$ cat config.mk
export PLATFORM = sky130hd
export DESIGN_NAME = orientation_confidence_pixel
export DESIGN_NICKNAME = d
export VERILOG_FILES = /design/src/rtl/core/ocp_pkg.sv /design/src/rtl/core/ocp_ctrl.sv /design/src/rtl/core/ocp_datapath.sv /design/src/rtl/core/orientation_confidence_pixel.sv
export SDC_FILE = /design/constraint.sdc
export NUM_CORES = 2
export LEC_CHECK = 0
export BUFFER_PORTS_ARGS = -buffer_cell sky130_fd_sc_hd__buf_2
export CAP_MARGIN = 5
export CORE_ASPECT_RATIO = 1.4
export CORE_UTILIZATION = 45
export DETAILED_ROUTE_END_ITERATION = 12
export PLACE_DENSITY = 0.71
export SLEW_MARGIN = 10
export SYNTH_ARGS = -nofsm -noshare
export SYNTH_HDL_FRONTEND = slang
export SYNTH_SLANG_ARGS = --single-unit
export TNS_END_PERCENT = 5
$ cat constraint.sdc
create_clock -name clock -period 29.6 [get_ports clock]
set_input_delay 5.92 -clock clock [delete_from_list [all_inputs] [get_ports clock]]
set_output_delay 5.92 -clock clock [all_outputs]
set_load 0.02 [all_outputs]
$ cat src/rtl/core/ocp_pkg.sv
// Shared types, constants and the arctangent table of the orientation confidence block.
// Used by the controller, the datapath and the top level; depends on nothing.
package ocp_pkg;

   localparam int ENERGY_BITS_DEF = 16;
   localparam int CONF_BITS = 17;
   localparam int ANGLE_BITS = 16;
   localparam int CORDIC_STEPS = 16;
   localparam int IDX_BITS = 5;
   localparam logic [CONF_BITS-1:0] CONF_ONE = 17'h10000;
   localparam logic [15:0] INV_SQRT2_Q16 = 16'd46341;
   localparam logic signed [16:0] ANGLE_HALF_PI = 17'sd16384;

   // Commands from the controller to the datapath.
   typedef struct packed {
      logic                capture;
      logic                load;
      logic                prep;
      logic                norm;
      logic                run;
      logic                finish;
      logic [IDX_BITS-1:0] idx;
   } ocp_cmd_type;

   // Status from the datapath to the controller.
   typedef struct packed {
      logic norm_done;
   } ocp_status_type;

   // Arctangent of 2^-i in units of pi/32768.
   function automatic logic signed [16:0] atan_unit(input logic [3:0] i);
      logic signed [16:0] a;
      unique case (i)
         4'd0:  a = 17'sd8192;
         4'd1:  a = 17'sd4836;
         4'd2:  a = 17'sd2555;
         4'd3:  a = 17'sd1297;
         4'd4:  a = 17'sd651;
         4'd5:  a = 17'sd326;
         4'd6:  a = 17'sd163;
         4'd7:  a = 17'sd81;
         4'd8:  a = 17'sd41;
         4'd9:  a = 17'sd20;
         4'd10: a = 17'sd10;
         4'd11: a = 17'sd5;
         4'd12: a = 17'sd3;
         4'd13: a = 17'sd1;
         4'd14: a = 17'sd1;
         default: a = 17'sd0;
      endcase
      return a;
   endfunction

endpackage

$ cat src/rtl/core/ocp_ctrl.sv
// Sequencer of the orientation confidence block: handshakes and step commands.
// Depends on ocp_pkg.
module ocp_ctrl import ocp_pkg::*; (
   input  logic           clock,
   input  logic           reset,
   input  logic           req_valid,
   output logic           req_stall,
   output logic           rsp_valid,
   input  logic           rsp_stall,
   input  ocp_status_type status,
   output ocp_cmd_type    cmd
);

   typedef enum logic [2:0] {
      S_IDLE, S_LOAD, S_PREP, S_NORM, S_RUN, S_FIN
   } state_type;

   state_type           state_ff, state_in;
   logic [IDX_BITS-1:0] cnt_ff, cnt_in;
   logic                rsp_valid_ff, rsp_valid_in;
   logic                out_free;

   assign out_free  = !rsp_valid_ff || !rsp_stall;
   assign req_stall = (state_ff != S_IDLE);
   assign rsp_valid = rsp_valid_ff;

   // Commands follow the state directly.
   always_comb begin
      cmd         = '0;
      cmd.capture = (state_ff == S_IDLE) && req_valid;
      cmd.load    = (state_ff == S_LOAD);
      cmd.prep    = (state_ff == S_PREP);
      cmd.norm    = (state_ff == S_NORM);
      cmd.run     = (state_ff == S_RUN);
      cmd.finish  = (state_ff == S_FIN) && out_free;
      cmd.idx     = cnt_ff;
   end

   // Next state, iteration count and result valid.
   always_comb begin
      state_in     = state_ff;
      cnt_in       = cnt_ff;
      rsp_valid_in = rsp_valid_ff && rsp_stall;
      unique case (state_ff)
         S_IDLE: if (req_valid) state_in = S_LOAD;
         S_LOAD: state_in = S_PREP;
         S_PREP: state_in = S_NORM;
         S_NORM: begin
            cnt_in = '0;
            if (status.norm_done) state_in = S_RUN;
         end
         S_RUN: begin
            cnt_in = cnt_ff + 1'b1;
            if (cnt_ff == IDX_BITS'(CORDIC_STEPS)) state_in = S_FIN;
         end
         S_FIN: begin
            if (out_free) begin
               rsp_valid_in = 1'b1;
               state_in     = S_IDLE;
            end
         end
         default: state_in = S_IDLE;
      endcase
   end

   always_ff @(posedge clock) begin
      if (reset) begin
         state_ff     <= S_IDLE;
         cnt_ff       <= '0;
         rsp_valid_ff <= 1'b0;
      end else begin
         state_ff     <= state_in;
         cnt_ff       <= cnt_in;
         rsp_valid_ff <= rsp_valid_in;
      end
   end

endmodule

$ cat src/rtl/core/ocp_datapath.sv
// Datapath: energy sort, confidence divider, CORDIC arctangent, frame range, result word.
// Depends on ocp_pkg; driven by ocp_ctrl commands.
module ocp_datapath import ocp_pkg::*; #(
   parameter int EnergyBits = ENERGY_BITS_DEF
) (
   input  logic                         clock,
   input  logic                         reset,
   input  logic [EnergyBits-1:0]        req_energy_deg0,
   input  logic [EnergyBits-1:0]        req_energy_deg45,
   input  logic [EnergyBits-1:0]        req_energy_deg90,
   input  logic [EnergyBits-1:0]        req_energy_deg135,
   input  logic                         req_frame_last,
   input  ocp_cmd_type                  cmd,
   output ocp_status_type               status,
   output logic [CONF_BITS-1:0]         rsp_confidence,
   output logic signed [ANGLE_BITS-1:0] rsp_dominant_angle,
   output logic                         rsp_ratio_undefined,
   output logic                         rsp_frame_done,
   output logic [CONF_BITS-1:0]         rsp_frame_conf_min,
   output logic [CONF_BITS-1:0]         rsp_frame_conf_max
);

   localparam int MagBits = (EnergyBits + 17 > 47) ? EnergyBits + 17 : 47;
   localparam int WBits   = MagBits + 3;

   logic [EnergyBits-1:0]        e_ff [4];
   logic                         last_ff;
   logic [EnergyBits-1:0]        l_ff;
   logic [EnergyBits:0]          r_ff, r_in;
   logic [CONF_BITS-1:0]         q_ff, q_in;
   logic signed [EnergyBits:0]   d1_ff;
   logic                         d2neg_ff;
   logic [EnergyBits+15:0]       p_ff;
   logic signed [WBits-1:0]      x_ff, y_ff, x_in, y_in;
   logic signed [16:0]           z_ff, z_in;
   logic                         xneg_ff, xzero_ff, yzero_ff;
   logic [CONF_BITS-1:0]         rmin_ff, rmax_ff;
   logic [CONF_BITS-1:0]         conf_ff;
   logic signed [ANGLE_BITS-1:0] ang_ff;
   logic                         undef_ff, done_ff;
   logic [CONF_BITS-1:0]         fmin_ff, fmax_ff;

   logic [EnergyBits-1:0]      largest, second;
   logic signed [EnergyBits:0] d1, d2;
   logic [EnergyBits-1:0]      d2abs;
   logic signed [WBits-1:0]    d1w, pw, xs, ys;
   logic [EnergyBits:0]        rs;
   logic signed [WBits-1:0]    dx, dy;
   logic [3:0]                 step;
   logic                       undef;
   logic [CONF_BITS-1:0]       conf, nmin, nmax;
   logic signed [16:0]         zc, ang;

   // Largest and second largest energy, in descending sort order.
   always_comb begin
      largest = '0;
      second  = '0;
      for (int k = 0; k < 4; k++) begin
         if (e_ff[k] > largest) begin
            second  = largest;
            largest = e_ff[k];
         end else if (e_ff[k] > second) begin
            second = e_ff[k];
         end
      end
   end

   // Orientation differences.
   assign d1    = $signed({1'b0, e_ff[0]}) - $signed({1'b0, e_ff[2]});
   assign d2    = $signed({1'b0, e_ff[1]}) - $signed({1'b0, e_ff[3]});
   assign d2abs = d2[EnergyBits] ? EnergyBits'(-d2) : EnergyBits'(d2);

   // Projection sums from the registered product.
   assign d1w = WBits'(d1_ff);
   assign pw  = WBits'($signed({1'b0, p_ff}));
   assign xs  = ((d1_ff > 0) ? (d1w <<< 16) : '0) + (d2neg_ff ? -pw : pw);
   assign ys  = ((d1_ff > 0) ? '0 : ((-d1w) <<< 16)) + pw;

   // Normalization ends at the 2^46 limit or when a special case decides the angle.
   assign status.norm_done = yzero_ff || xzero_ff || (|x_ff[WBits-1:46]) ||
                             (|y_ff[WBits-1:46]);

   // One restoring division step per run cycle; the first has no shift.
   assign rs = (cmd.idx == '0) ? r_ff : {r_ff[EnergyBits-1:0], 1'b0};

   // One CORDIC vectoring step.
   assign step = cmd.idx[3:0];
   assign dx   = y_ff >>> step;
   assign dy   = x_ff >>> step;

   always_comb begin
      r_in = r_ff;
      q_in = q_ff;
      x_in = x_ff;
      y_in = y_ff;
      z_in = z_ff;
      priority if (cmd.prep) begin
         x_in = xs[WBits-1] ? -xs : xs;
         y_in = ys;
         z_in = '0;
      end else if (cmd.norm) begin
         if (!status.norm_done) begin
            if (!(|x_ff[WBits-1:38]) && !(|y_ff[WBits-1:38])) begin
               x_in = x_ff <<< 8;
               y_in = y_ff <<< 8;
            end else begin
               x_in = x_ff <<< 1;
               y_in = y_ff <<< 1;
            end
         end
      end else if (cmd.run) begin
         if (rs >= {1'b0, l_ff}) begin
            r_in = rs - {1'b0, l_ff};
            q_in = {q_ff[CONF_BITS-2:0], 1'b1};
         end else begin
            r_in = rs;
            q_in = {q_ff[CONF_BITS-2:0], 1'b0};
         end
         if (!cmd.idx[IDX_BITS-1]) begin
            if (!y_ff[WBits-1]) begin
               x_in = x_ff + dx;
               y_in = y_ff - dy;
               z_in = z_ff + atan_unit(step);
            end else begin
               x_in = x_ff - dx;
               y_in = y_ff + dy;
               z_in = z_ff - atan_unit(step);
            end
         end
      end else begin
         r_in = r_ff;
      end
   end

   // Final angle, confidence and frame range.
   always_comb begin
      undef = (l_ff == '0);
      conf  = undef ? '0 : q_ff;
      zc    = (z_ff < 0) ? 17'sd0 : ((z_ff > ANGLE_HALF_PI) ? ANGLE_HALF_PI : z_ff);
      if (yzero_ff) begin
         ang = '0;
      end else if (xzero_ff) begin
         ang = ANGLE_HALF_PI;
      end else begin
         ang = xneg_ff ? -zc : zc;
      end
      nmin = (!undef && conf < rmin_ff) ? conf : rmin_ff;
      nmax = (!undef && conf > rmax_ff) ? conf : rmax_ff;
   end

   // Working registers.
   always_ff @(posedge clock) begin
      if (cmd.capture) begin
         e_ff[0] <= req_energy_deg0;
         e_ff[1] <= req_energy_deg45;
         e_ff[2] <= req_energy_deg90;
         e_ff[3] <= req_energy_deg135;
         last_ff <= req_frame_last;
      end
      if (cmd.load) begin
         l_ff     <= largest;
         r_ff     <= {1'b0, largest - second};
         q_ff     <= '0;
         d1_ff    <= d1;
         d2neg_ff <= d2[EnergyBits];
         p_ff     <= d2abs * INV_SQRT2_Q16;
      end else begin
         r_ff <= r_in;
         q_ff <= q_in;
      end
      if (cmd.prep) begin
         xneg_ff  <= xs[WBits-1];
         xzero_ff <= (xs == '0);
         yzero_ff <= (ys == '0);
      end
      x_ff <= x_in;
      y_ff <= y_in;
      z_ff <= z_in;
   end

   // Result word.
   always_ff @(posedge clock) begin
      if (cmd.finish) begin
         conf_ff  <= conf;
         ang_ff   <= ANGLE_BITS'(ang);
         undef_ff <= undef;
         done_ff  <= last_ff;
         fmin_ff  <= last_ff ? nmin : '0;
         fmax_ff  <= last_ff ? nmax : '0;
      end
   end

   // Running confidence range; cleared after each frame end.
   always_ff @(posedge clock) begin
      if (reset) begin
         rmin_ff <= CONF_ONE;
         rmax_ff <= '0;
      end else if (cmd.finish) begin
         rmin_ff <= last_ff ? CONF_ONE : nmin;
         rmax_ff <= last_ff ? '0 : nmax;
      end
   end

   assign rsp_confidence      = conf_ff;
   assign rsp_dominant_angle  = ang_ff;
   assign rsp_ratio_undefined = undef_ff;
   assign rsp_frame_done      = done_ff;
   assign rsp_frame_conf_min  = fmin_ff;
   assign rsp_frame_conf_max  = fmax_ff;

endmodule

$ cat src/rtl/core/orientation_confidence_pixel.sv
// Orientation confidence of one pixel: takes four filter energies (0, 45, 90, 135 degrees)
// per word and returns the confidence 1 - second/largest in Q1.16, the dominant angle in
// units of pi/32768 and, on the frame's last pixel, the frame's confidence range. A pixel
// goes from acceptance to result through the setup states load and prep, the normalizing
// shift loop before the arctangent, the shared iteration counter that drives the divider
// and the CORDIC, and a final state that writes the result register. A previous result
// that still waits in the result register holds off that last write. The next word is
// accepted once the result is written, even if it waits.
module orientation_confidence_pixel import ocp_pkg::*; #(
   parameter int EnergyBits = ENERGY_BITS_DEF
) (
   input  logic                         clock,
   input  logic                         reset,
   input  logic                         req_valid,
   output logic                         req_stall,
   input  logic [EnergyBits-1:0]        req_energy_deg0,
   input  logic [EnergyBits-1:0]        req_energy_deg45,
   input  logic [EnergyBits-1:0]        req_energy_deg90,
   input  logic [EnergyBits-1:0]        req_energy_deg135,
   input  logic                         req_frame_last,
   output logic                         rsp_valid,
   input  logic                         rsp_stall,
   output logic [CONF_BITS-1:0]         rsp_confidence,
   output logic signed [ANGLE_BITS-1:0] rsp_dominant_angle,
   output logic                         rsp_ratio_undefined,
   output logic                         rsp_frame_done,
   output logic [CONF_BITS-1:0]         rsp_frame_conf_min,
   output logic [CONF_BITS-1:0]         rsp_frame_conf_max
);

   ocp_cmd_type    cmd;
   ocp_status_type status;

   ocp_ctrl u_ctrl (
      .clock     (clock),
      .reset     (reset),
      .req_valid (req_valid),
      .req_stall (req_stall),
      .rsp_valid (rsp_valid),
      .rsp_stall (rsp_stall),
      .status    (status),
      .cmd       (cmd)
   );

   ocp_datapath #(.EnergyBits(EnergyBits)) u_datapath (
      .clock               (clock),
      .reset               (reset),
      .req_energy_deg0     (req_energy_deg0),
      .req_energy_deg45    (req_energy_deg45),
      .req_energy_deg90    (req_energy_deg90),
      .req_energy_deg135   (req_energy_deg135),
      .req_frame_last      (req_frame_last),
      .cmd                 (cmd),
      .status              (status),
      .rsp_confidence      (rsp_confidence),
      .rsp_dominant_angle  (rsp_dominant_angle),
      .rsp_ratio_undefined (rsp_ratio_undefined),
      .rsp_frame_done      (rsp_frame_done),
      .rsp_frame_conf_min  (rsp_frame_conf_min),
      .rsp_frame_conf_max  (rsp_frame_conf_max)
   );

endmodule

### Word level (Yosys, flattened, before mapping)

Memory sizes are Yosys's and may differ from the RTL's. A register that Yosys moved wholly into a read port is not among the register bits.
Index checks and enable logic that the tools add are counted.

* output and inout port bits: 71
* register bits after elaboration: 333
* memory bits (read-only): 448
* RAM bits: 64
* memories kept: 3
* word-level logic and storage cells: 184

* multiplexer cells: 70
* equality and inequality tests: 14
* multiply operators: 1
* magnitude comparators: 13
* shift-type cells: 2
* bitwise gates (word level): 3
* add/subtract/negate cells: 18
* reductions and logical operators: 34

Memories
* (no name shown): words 16, width 14, read ports 1, clocked after Yosys merged registers in 1, write ports 0, line ocp_pkg.sv:33 `unique case (i)`
* (no name shown): words 16, width 14, read ports 1, clocked after Yosys merged registers in 1, write ports 0, line ocp_pkg.sv:33
* u_datapath.e_ff: words 4, width 16, read ports 4, clocked after Yosys merged registers in 0, write ports 4, line ocp_datapath.sv:26 `logic [EnergyBits-1:0] e_ff [4];`

Operators by type and width (count)
* 2-to-1 mux 50 bit: 18
* 2-to-1 mux 17 bit: 18
* 2-to-1 mux 16 bit: 18
* adder 50 bit: 3
* logical NOT 50 bit: 2
* >>> shifter 50 x 4 -> 50 bit: 2
* subtractor 50 bit: 2
* greater-than comparator 16 bit: 5
* adder 50 x 32 -> 50 bit: 1
* negation 32 -> 50 bit: 1
* negation 50 bit: 1
* negation 34 bit: 1
* subtractor 16 x 16 -> 17 bit: 2
* greater-than comparator 16 x 1 -> 1 bit (second input constant): 2
* multiplier 16 x 16 -> 32 bit (second input constant): 1
* negation 16 bit: 2
* OR reduction 12 bit: 2
* one-hot mux 3 bit (6 select lines): 1
* adder 17 bit: 1
* greater-or-equal comparator 17 x 16 -> 1 bit: 1
* greater-than comparator 17 x 1 -> 1 bit (second input constant): 1
* greater-than comparator 17 x 16 -> 1 bit (second input constant): 1
* greater-than comparator 17 bit: 1
* less-than comparator 17 x 1 -> 1 bit (second input constant): 1
* 30 further kinds: 67

### Longest topological paths before layout

An unclocked memory read counts as a cell.

* depth in word-level cells: 13
* mapped depth: 52

### By module

A second synthesis with hierarchy kept.

* cells, all modules: 5087
* area, all modules: 44690.4 sq um

By module, submodules not included
* ocp_datapath: seq. area each 10960.5 sq um, cells each 5024, times used 1, area each 44164.9 sq um
* ocp_ctrl: seq. area each 180.2 sq um, cells each 63, times used 1, area each 525.5 sq um

### Least setup slack after synthesis

Ideal clock, no wire load.

* kind: register to register
* start point: mem u_datapath.e_ff[1][12] (netlist bit)
* end point: reg u_datapath.r_ff[14], data pin
* setup time: 365 ps
* data required time: 29235 ps
* stages on the path, launching flop included: 46
* path slack: 19987 ps
* arrival: 9248 ps
* cells stage by stage: edfxtp_1 -> ha_1 -> and3_1 -> a221oi_1 -> a31o_2 -> clkbuf_1 -> clkbuf_1 -> nor2_1 -> a21oi_1 -> ha_1 -> and4_1 -> a221o_1 -> a21oi_1 -> o21ai_0 -> o311ai_0 -> o21a_1 -> clkbuf_1 -> clkbuf_1 -> [... 10 more ...] -> clkbuf_1 -> mux2i_1 -> a21oi_1 -> ha_1 -> inv_1 -> fa_1 -> a21o_1 -> a21oi_1 -> o21bai_1 -> a21oi_1 -> nor2b_1 -> o21a_1 -> nor3_1 -> nor2_1 -> o41ai_1 -> o21ai_0 -> xnor2_1 -> a21oi_1

RTL lines
* start: declaration: line ocp_datapath.sv:26
* end signal: assignment: line ocp_datapath.sv:162 `r_ff <= {1'b0, largest - second};`
* end signal: assignment: line ocp_datapath.sv:168 `r_ff <= r_in;`
* end: declaration: line ocp_datapath.sv:29 `logic [EnergyBits:0] r_ff, r_in;`

==> run metrics <==
Final Setup Violations 0; fmax ~90 MHz; DP Area 47000 sq um; Final Hold Fails 0; IO buf count 139; H-tree depth 2; Worst-Margin Slew ~1200 ps; slowest CP cell o31ai_4; RSZ-0062 raised after global routing no; Worst setup EP type flip-flop; first-pass GRT wire length between 200000 and 250000 um; setup_tns 0 ps; Mapped Cells 5099; initial core utilization around 45%; Die Wd between 200 and 300 um; Vias/cell between 6 and 7; Num CTS Buffers 46; largest net degree at the start of global routing about 80; final weighted congestion in routability-driven placement about 0.98; Routed Antenna Nets 0; min-delay worst type flip-flop to flip-flop; Total GRT Usage a little over a quarter; status completed; Critical Path RT 29930 ps; via count roughly 39k; Crit Path Category flip-flop to flip-flop; MaxCap Viol Count 0; sequential area share after synthesis between 20 and 30%; vias in the first global route between 30k and 40k; initial antenna violation count 2; average size of a mapped cell a little under 9 sq um; post-cts resize count 0; hold path startpoint u_datapath.q_ff[16]$_SDFFE_PP0P_; Seq cells post-synth around 400; row count roughly 140; residual DRC count 0; final core utilization approximately 49%; relative slew slack roughly a fifth; share of post-route cells with drive strength above 1 under 10%; Sink Count just over 400; crit share post-route about two fifths; Crit path top cell by count a21oi_1; Async SR Flop Fraction 0%; die area 102000 sq um; cts hold-fix bufs 0; worst r2r src u_datapath.e_ff[1][11]$_DFFE_PP_; drt pass-1 iters 5; max incr delay on CP 940 ps; Clock Pin Slew Worst Setup and Hold Paths roughly 70 ps; CTS tree done; initial drt markers between 2k and 3k; top_reg_cell synth edfxtp_1; maximum clock insertion buffer count 3; Total Wirelength approximately 140000 um; Post-DP HPWL 108000 um; core box area roughly 100000 sq um; CP Launch Type flip-flop; most frequent cells in the layout ha_1, nand2_1, a21oi_1; Skew-Pair Late Insertion Delay approximately 630 ps; CP Max Fanout 35; DR WL/cell about 21 um; Post-CTS Setup Bufs 0; Hold WS between 400 and 500 ps; EDFF count, synth ~320; skew final 19.9 ps; most common cell after layout, fill and taps aside ha_1; area delta synth->final 7.49%; start point of the critical path u_datapath.e_ff[1][11]$_DFFE_PP_; n_diodes 0; Die Ht around 380 um; Root Buffer clkbuf_16; post-synthesis cell area between 40000 and 50000 sq um; gr ovfl total 0; Final Cell Area 48500 sq um; post-synth cell types approximately 100; final slew viol count 0; nets 5711; Final min period 11300 ps; synth warn 0; Worst EP arrival 11620 ps; Filler cells 9364; Ports between 100 and 150
## flip-flops by register name (all words and copies together) (netlist names), 3 cells and up, named ones only
signal / count
u_datapath.e_ff: 64
u_datapath.x_ff: 50
u_datapath.y_ff: 50
u_datapath.p_ff: 32
u_datapath.d1_ff: 17
u_datapath.q_ff: 17
u_datapath.r_ff: 17
u_datapath.rmax_ff: 17
u_datapath.rmin_ff: 17
u_datapath.rsp_confidence: 17
u_datapath.rsp_frame_conf_max: 17
u_datapath.rsp_frame_conf_min: 17
u_datapath.z_ff: 17
u_datapath.l_ff: 16
u_datapath.rsp_dominant_angle: 16
u_ctrl.cnt_ff: 5
u_ctrl.state_ff: 3
## synthesized netlist by cell type, types with 66 or more instances
cell type	number	area share, %
xnor2_1	243	4.7
nand3_1	82	0.91
nor2_1	420	3.5
nand2_1	453	3.8
nor3_1	88	0.98
dfxtp_1	92	4.1
ha_1	466	13
mux4_2	101	5.0
a21o_1	115	1.9
o21a_1	66	1.1
clkbuf_1	166	1.4
nor2b_1	84	1.2
mux2_2	68	1.7
xor2_1	167	3.2
inv_1	278	2.3
o21ai_0	284	3.1
edfxtp_1	319	21
mux2i_1	145	3.2
a21oi_1	426	4.7
## metrics by stage
step           setup slack [ps]  instances
3_3_place_gp              18460       6387
2_1_floorplan             19990       5114
4_1_cts                   18350       6472
3_5_place_dp              18440       6387
5_1_grt                   17330       6472
6_report                  18300       6472
## path summary, 6_finish.rpt
check / slack, ps / end / depth (start not counted)
max: 18300 / u_datapath.r_ff[14]$_DFFE_PP_ / 47
min: 480 / u_datapath.rmax_ff[16]$_SDFFE_PP0P_ / 1
max reg2reg: 18300 / u_datapath.r_ff[14]$_DFFE_PP_ / 47
min reg2reg: 480 / u_datapath.rmax_ff[16]$_SDFFE_PP0P_ / 1
## layer usage
layer	GRT usage [%]	part of all wire, %	vias up
li1	-	-	18881
met1	29.2	38	18770
met2	48.9	51	1301
met3	2.43	5.0	390
met4	15.5	6.4	4
met5	0	0.025	-
## layout make-up
type	instances	area (sq um)	area share, %
Timing Repair Buffer	186	1050	2.16
Sequential cell	411	11400	23.6
Multi-Input combinational cell	4184	31800	65.5
Inverter	286	1070	2.22
Tap cell	1320	1650	3.40
Clock inverter	28	304	0.627
Clock buffer	57	1210	2.50
## logic make-up after synthesis
| family | share of synthesized area, % |
|---|---|
| AND/OR/NAND/NOR | 15.9 |
| XOR/XNOR | 7.99 |
| other | 0.00831 |
| buffers and inverters | 4.54 |
| adder cells (fa/ha/maj) | 15.6 |
| flip-flops | 25.3 |
| AO/OA/AOI/OAI | 20.4 |
| multiplexers | 10.2 |
## critical path, delay by kind of cell (launching register included)
family,cells,cell delay (ps)
adder cells (fa/ha/maj),5,1510
AND/OR/NAND/NOR,10,1030
flip-flops,1,490
AO/OA/AOI/OAI,24,6200
XOR/XNOR,1,180
buffers and inverters,7,1540
Power is left out: the tool's default activity adds up to more than one toggle a clock period on the data nets, which glitch-free logic cannot reach.
